--- src/sv/acpu_pkg.sv ---
// Shared constants and types for the accumulator CPU.
`default_nettype none
package acpu_pkg;
  localparam int MEM_WORDS = 4096;
  localparam int WORD_BITS = 32;
  localparam int AW = $clog2(MEM_WORDS);
  localparam int PCW = 12;

  localparam logic [1:0] OP_LOAD  = 2'd0;
  localparam logic [1:0] OP_START = 2'd1;
  localparam logic [1:0] OP_STEP  = 2'd2;

  localparam logic [2:0] ST_OK    = 3'd0;
  localparam logic [2:0] ST_STOP  = 3'd1;
  localparam logic [2:0] ST_DIVZ  = 3'd2;
  localparam logic [2:0] ST_BADOP = 3'd3;
  localparam logic [2:0] ST_ADDR  = 3'd4;
  localparam logic [2:0] ST_IDLE  = 3'd5;

  localparam logic [3:0] OPC_ADD = 4'd1;
  localparam logic [3:0] OPC_SUB = 4'd2;
  localparam logic [3:0] OPC_MULT = 4'd3;
  localparam logic [3:0] OPC_DIV = 4'd4;
  localparam logic [3:0] OPC_JMP = 4'd5;
  localparam logic [3:0] OPC_JMPN = 4'd6;
  localparam logic [3:0] OPC_JMPP = 4'd7;
  localparam logic [3:0] OPC_JMPZ = 4'd8;
  localparam logic [3:0] OPC_COPY = 4'd9;
  localparam logic [3:0] OPC_LOAD = 4'd10;
  localparam logic [3:0] OPC_STORE = 4'd11;
  localparam logic [3:0] OPC_INPUT = 4'd12;
  localparam logic [3:0] OPC_OUTPUT = 4'd13;
  localparam logic [3:0] OPC_STOP = 4'd14;

  typedef logic [WORD_BITS-1:0] word_t;
endpackage
`default_nettype wire

--- src/sv/acpu_div.sv ---
// Iterative signed divider, one quotient bit per cycle, truncating toward zero.
`default_nettype none
module acpu_div (
  input  wire logic  clk,
  input  wire logic  rst_n,
  input  wire logic  go,
  input  wire acpu_pkg::word_t dividend,
  input  wire acpu_pkg::word_t divisor,
  output logic       done,
  output acpu_pkg::word_t quotient
);
  import acpu_pkg::*;

  localparam int CW = $clog2(WORD_BITS + 1);
  logic [CW-1:0] cnt_r;
  logic          busy_r, neg_r;
  word_t         q_r, d_r;
  logic [WORD_BITS:0] rem_r;
  logic [WORD_BITS:0] trial;
  word_t ma, mb;

  assign ma = dividend[WORD_BITS-1] ? (~dividend + 1'b1) : dividend;
  assign mb = divisor[WORD_BITS-1] ? (~divisor + 1'b1) : divisor;
  assign trial = {rem_r[WORD_BITS-1:0], q_r[WORD_BITS-1]} - {1'b0, d_r};

  always_ff @(posedge clk) begin
    if (!rst_n) begin
      busy_r <= 1'b0;
      done <= 1'b0;
      cnt_r <= '0;
    end else begin
      done <= 1'b0;
      if (go && !busy_r) begin
        busy_r <= 1'b1;
        cnt_r <= CW'(WORD_BITS);
        q_r <= ma;
        d_r <= mb;
        rem_r <= '0;
        neg_r <= dividend[WORD_BITS-1] ^ divisor[WORD_BITS-1];
      end else if (busy_r) begin
        if (trial[WORD_BITS]) begin
          rem_r <= {rem_r[WORD_BITS-1:0], q_r[WORD_BITS-1]};
          q_r <= {q_r[WORD_BITS-2:0], 1'b0};
        end else begin
          rem_r <= trial;
          q_r <= {q_r[WORD_BITS-2:0], 1'b1};
        end
        cnt_r <= cnt_r - 1'b1;
        if (cnt_r == CW'(1)) begin
          busy_r <= 1'b0;
          done <= 1'b1;
        end
      end
    end
  end

  assign quotient = neg_r ? (~q_r + 1'b1) : q_r;
endmodule
`default_nettype wire

--- config.mk ---
export PLATFORM = sky130hd
export DESIGN_NAME = acpu_div
export DESIGN_NICKNAME = d
export VERILOG_FILES = /design/src/sv/acpu_pkg.sv /design/src/sv/acpu_div.sv
export SDC_FILE = /design/constraint.sdc
export NUM_CORES = 1
export LEC_CHECK = 0
export BUFFER_PORTS_ARGS = -buffer_cell sky130_fd_sc_hd__buf_2
export CORE_UTILIZATION = 50
export DETAILED_ROUTE_END_ITERATION = 12
export MAX_ROUTING_LAYER = met4
export PLACE_DENSITY = 0.76
export SYNTH_ARGS = -nofsm -noshare
export SYNTH_HDL_FRONTEND = slang
export SYNTH_SLANG_ARGS = --single-unit
--- constraint.sdc ---
create_clock -name clk -period 3.94 [get_ports clk]
set_clock_uncertainty 0.05 [all_clocks]
set_input_delay 0.788 -clock clk [delete_from_list [all_inputs] [get_ports clk]]
set_output_delay 0.788 -clock clk [all_outputs]
set_load 0.02 [all_outputs]
Word level (Yosys, flattened, before mapping)
Index checks and enable logic that the tools add are counted.
{ "classes": {"mux": 14, "eq_ne": 1, "add_sub_neg": 5, "n_reduce_logical": 7, "n_bitwise": 6} }
{ "ops": {"columns": ["op", "n"], "rows": [
  ["$mux W32", 6],
  ["$add A32 B1 Y32 const B", 3],
  ["$not A32 Y32", 3],
  ["$sub A33 B32 Y33", 1],
  ["$mux W31", 1],
  ["$mux W6", 2],
  ["$eq A6 B1 Y1 const B", 1],
  ["$sub A6 B1 Y6 const B", 1],
  ["$mux W1", 5],
  ["$reduce_and A2 Y1", 2],
  ["$reduce_or A3 Y1", 1],
  ["$not A1 Y1", 2],
  ["$reduce_bool A2 Y1", 1],
  ["$reduce_or A2 Y1", 1],
  ["$logic_and A1 B1 Y1", 1],
  ["$logic_not A1 Y1", 1],
  ["$xor A1 B1 Y1", 1]
]} }
{ "word_totals": {"output_inout_bits": 33, "wordCells": 42, "inputBits": 67, "regBits": 105} }

Logic depth before layout (Yosys ltp)
{ "depth": {"depth_word": 4, "ltp_mapped": 14, "mapped_depth_nobuf": 13} }

Least setup slack after synthesis
No wires, ideal clock.
{ "synth_path": {"kind": "input to register", "from": "input rst_n", "to": "register q_r[0], enable pin", "slack_ps": -147, "n_path_buf": 0, "stages": 2, "required_time_ps": 3403, "arrival_ps": 3551, "setup_ps": 487, "cell_sequence": "inv_1 > nor2_1"} }
{ "synth_via": {"elab_chain_cells": 1} }
{ "synth_rtl": {"columns": ["element", "line_no", "text"], "rows": [
  ["start, declared", "acpu_div.sv:5", "input wire logic rst_n,"],
  ["$reduce_and A2 Y1 (no source line)", null, null],
  ["end signal, assigned", "acpu_div.sv:36", "q_r <= ma;"],
  ["end signal, assigned", "acpu_div.sv:43", "q_r <= {q_r[WORD_BITS-2:0], 1'b0};"],
  ["end signal, assigned", "acpu_div.sv:46", "q_r <= {q_r[WORD_BITS-2:0], 1'b1};"],
  ["end, declared", "acpu_div.sv:17", "word_t q_r, d_r;"]
]} }
Every way passes these cells.
A chain may end at the register's enable or synchronous reset.

Worst setup path in the final report
{ "layout_path": {"from": "register q_r[3]", "to": "output quotient[28]"} }
{ "layout_via": {"elab_chain_cells": 3} }
{ "layout_rtl": {"columns": ["element", "line_no", "text"], "rows": [
  ["$not A32 Y32", "acpu_div.sv:57", "assign quotient = neg_r ? (~q_r + 1'b1) : q_r;"],
  ["$add A32 B1 Y32", "acpu_div.sv:57", null],
  ["$mux W32", "acpu_div.sv:57", null],
  ["end, declared", "acpu_div.sv:10", "output acpu_pkg::word_t quotient"]
]} }
Every way passes these cells.

==> impl_metrics.json <==
{
  "layout_setup_ws_ns": 0.103,
  "drv_cap": 0,
  "place.gp.congestion": 0.921,
  "dieArea_sq_um": 16000,
  "drc_errors": 0,
  "ys_async_sr_fraction": 0,
  "clkTransAtPathRegs_ns": 0.07,
  "p_total_mw": 3.62,
  "final_cells": 1119,
  "avgSynthCellArea_sq_um": 9.36,
  "start_util": 0.511,
  "synth_top_area_cell": "edfxtp_1",
  "end_kind": "output pin",
  "cts_made_buffers": 9,
  "dp_cells": 1100,
  "postPlaceCellArea_sq_um": 8560,
  "synth_top_area_share": 0.376,
  "cp-start-kind": "flop",
  "drive_above_1_share": 0.182,
  "syn_to_final_growth_pct": 16.1,
  "wl_per_cell_um": 15.7,
  "vias": 6408,
  "critical_path_class": "flop to output pin",
  "leakage_nw": 3.62,
  "die_y_um": 126,
  "critPathArrivalTime_ns": 3.00,
  "final-max-slew-violation-count": 0,
  "htree_levels": 3,
  "hpwl_mm": 12.9,
  "synth_edf_count": 97,
  "ys_ff_latch": 105,
  "grt_max_degree": 50,
  "highest_layer": "met4",
  "cts-root-buf": "clkbuf_16",
  "wl_met3_um": 833,
  "synth-seq-area-share": 0.397,
  "cp.required_ns": 3.10,
  "power_density_nw_per_um2": 403,
  "synth_area_leaders": "edfxtp_1 (38%), xnor2_1 (8.3%), ha_1 (6.0%)",
  "status": "finished, final reports clean",
  "cpPeakStageDelay_ns": 0.44,
  "diodes": 0,
  "synthFlopType": "edfxtp_1",
  "vias_per_cell": 5.73,
  "path_cells": "or3_4 > nor3_4 > nand2_1 > or4_4 > or2_4 > nand2b_4 > o31ai_2 > xnor2_1 > buf_4",
  "clk_latency_ns": 0.36,
  "fin_crit_sh": 0.974,
  "hold_slack_ns": 0.446,
  "netlist_area_sq_um": 7740,
  "wl_met1_mm": 8.02,
  "yosysWarnings": 0,
  "wl_mm": 17.6,
  "grtUsageTotal": 0.235,
  "portBuffers": 99,
  "num_io_pins": 100,
  "cts_tree": "built",
  "cp_slowest_cell": "edfxtp_1",
  "synthTopCellsByCount": "edfxtp_1 (97), nand2_1 (86), o21ai_0 (83), xnor2_1 (73), nor2_1 (56)",
  "ys_types": 50,
  "max-slew-margin-rel": 0.250,
  "rows": 45,
  "post-route-cell-area_sq_um": 8980,
  "core_area_sq_um": 15100,
  "grt_pass1_wl_mm": 29.1,
  "wl_met2_mm": 8.32,
  "holdCritPathClass": "flop to flop",
  "antenna_left": 0,
  "first_pass_iters": 9,
  "synth_cells": 827,
  "fin_crit_ns": 3.84,
  "tns_ns": 0,
  "final-setup-viol-count": 0,
  "grt_overflow_total": 0,
  "drt_iter0_drc": 490,
  "max_clock_freq_mhz": 261,
  "tightestPinTransition_ns": 1.13,
  "die_w_um": 126,
  "rsz0062_at_grt": "true",
  "syn_nets": 932,
  "antenna_found_initial": 0,
  "dp_slack_ns": -0.184,
  "postLayoutCoreUtil": 0.593,
  "area.sequential_sq_um": 3070,
  "clk_path_buf_depth": 2,
  "critPathMaxFanout": 6,
  "irDropWorstVdd_mv": 0.317,
  "multiInputGateArea_sq_um": 4490,
  "num-fill-cells": 1311,
  "first_global_vias": 6103,
  "hold_violations": 0,
  "cts_sinks": 105,
  "nNetsFinal": 1032,
  "synth_most_common_cell": "edfxtp_1"
}
## layout by cell type (no fill, tap or decap), types with 11 or more instances in the layout
master | netlist | layout
o41ai_1 | 15 | 11
o21ai_0 | 83 | 81
ha_1 | 37 | 37
inv_1 | 53 | 53
or4_1 | 14 | 12
nor2_1 | 56 | 53
nand2_1 | 86 | 84
a21oi_1 | 36 | 36
mux2i_1 | 31 | 31
buf_4 | 1 | 20
edfxtp_1 | 97 | 97
xor2_1 | 48 | 47
xnor2_1 | 73 | 73
nand2b_1 | 14 | 12
o31ai_1 | 25 | 22
buf_2 | 0 | 97
## layout make-up
class                      instances  area share
multi-input combinational        638       0.500
timing repair buffer             120      0.0774
clock inverter                     5     0.00696
tap                              188      0.0262
clock buffer                      10      0.0255
inverter                          53      0.0221
sequential                       105       0.342
## flip-flops by register name, indices dropped and copies added (netlist names)
signal,count
neg_r,1
d_r,32
cnt_r,6
done,1
q_r,32
rem_r,32
busy_r,1
## where the power goes
group	switching [mW]	leakage (nW)	internal [mW]
logic	0.702	2.50	0.548
registers	0.0850	0.992	1.38
clock network	0.413	0.136	0.494
total	1.20	3.62	2.42
## timing repair
item                                    in CTS  in global routing
hold buffers                                 0                  0
pin swaps                                    0                  1
endpoints found under the hold margin        0                  0
endpoints found under the setup margin       7                 11
setup buffers                                0                  4
resized for setup                            6                 17
## layer usage
| metal | global-route usage | up-vias |
|---|---|---|
| li1 | - | 3188 |
| met1 | 0.289 | 3028 |
| met2 | 0.381 | 162 |
| met3 | 0.0565 | 30 |
| met4 | 0.0765 | 0 |
| met5 | - | - |
## worst paths after layout
| path | cells after the start | end | slack (ns) | start |
|---|---|---|---|---|
| setup reg to reg | 14 | rem_r[7]$_SDFFCE_PP0P_ | 0.28 | q_r[31]$_DFFE_PP_ |
| hold reg to reg | 1 | done$_SDFF_PP0_ | 0.45 | cnt_r[5]$_SDFFE_PN0N_ |
| setup / recovery | 9 | quotient[28] | 0.10 | q_r[3]$_DFFE_PP_ |
| hold / removal | 1 | done$_SDFF_PP0_ | 0.45 | cnt_r[5]$_SDFFE_PN0N_ |
## critical path: cells and delay by family, from the launching register on
kind / cells / cell delay, ns
buffers and inverters: 1 / 0.17
flip-flops: 1 / 0.44
XOR/XNOR: 1 / 0.16
AO/OA/AOI/OAI: 1 / 0.25
AND/OR/NAND/NOR: 6 / 1.61
## cells by family (layout without fill, tap and decap cells)
family,count (synthesis),count (layout),share of synthesized area
AND/OR/NAND/NOR,239,239,0.154
AO/OA/AOI/OAI,209,209,0.168
XOR/XNOR,121,121,0.137
flip-flops,105,105,0.397
buffers and inverters,84,188,0.0412
adder cells (fa/ha/maj),38,38,0.0624
multiplexers,31,31,0.0401
(Power assumes the default switching activity.)
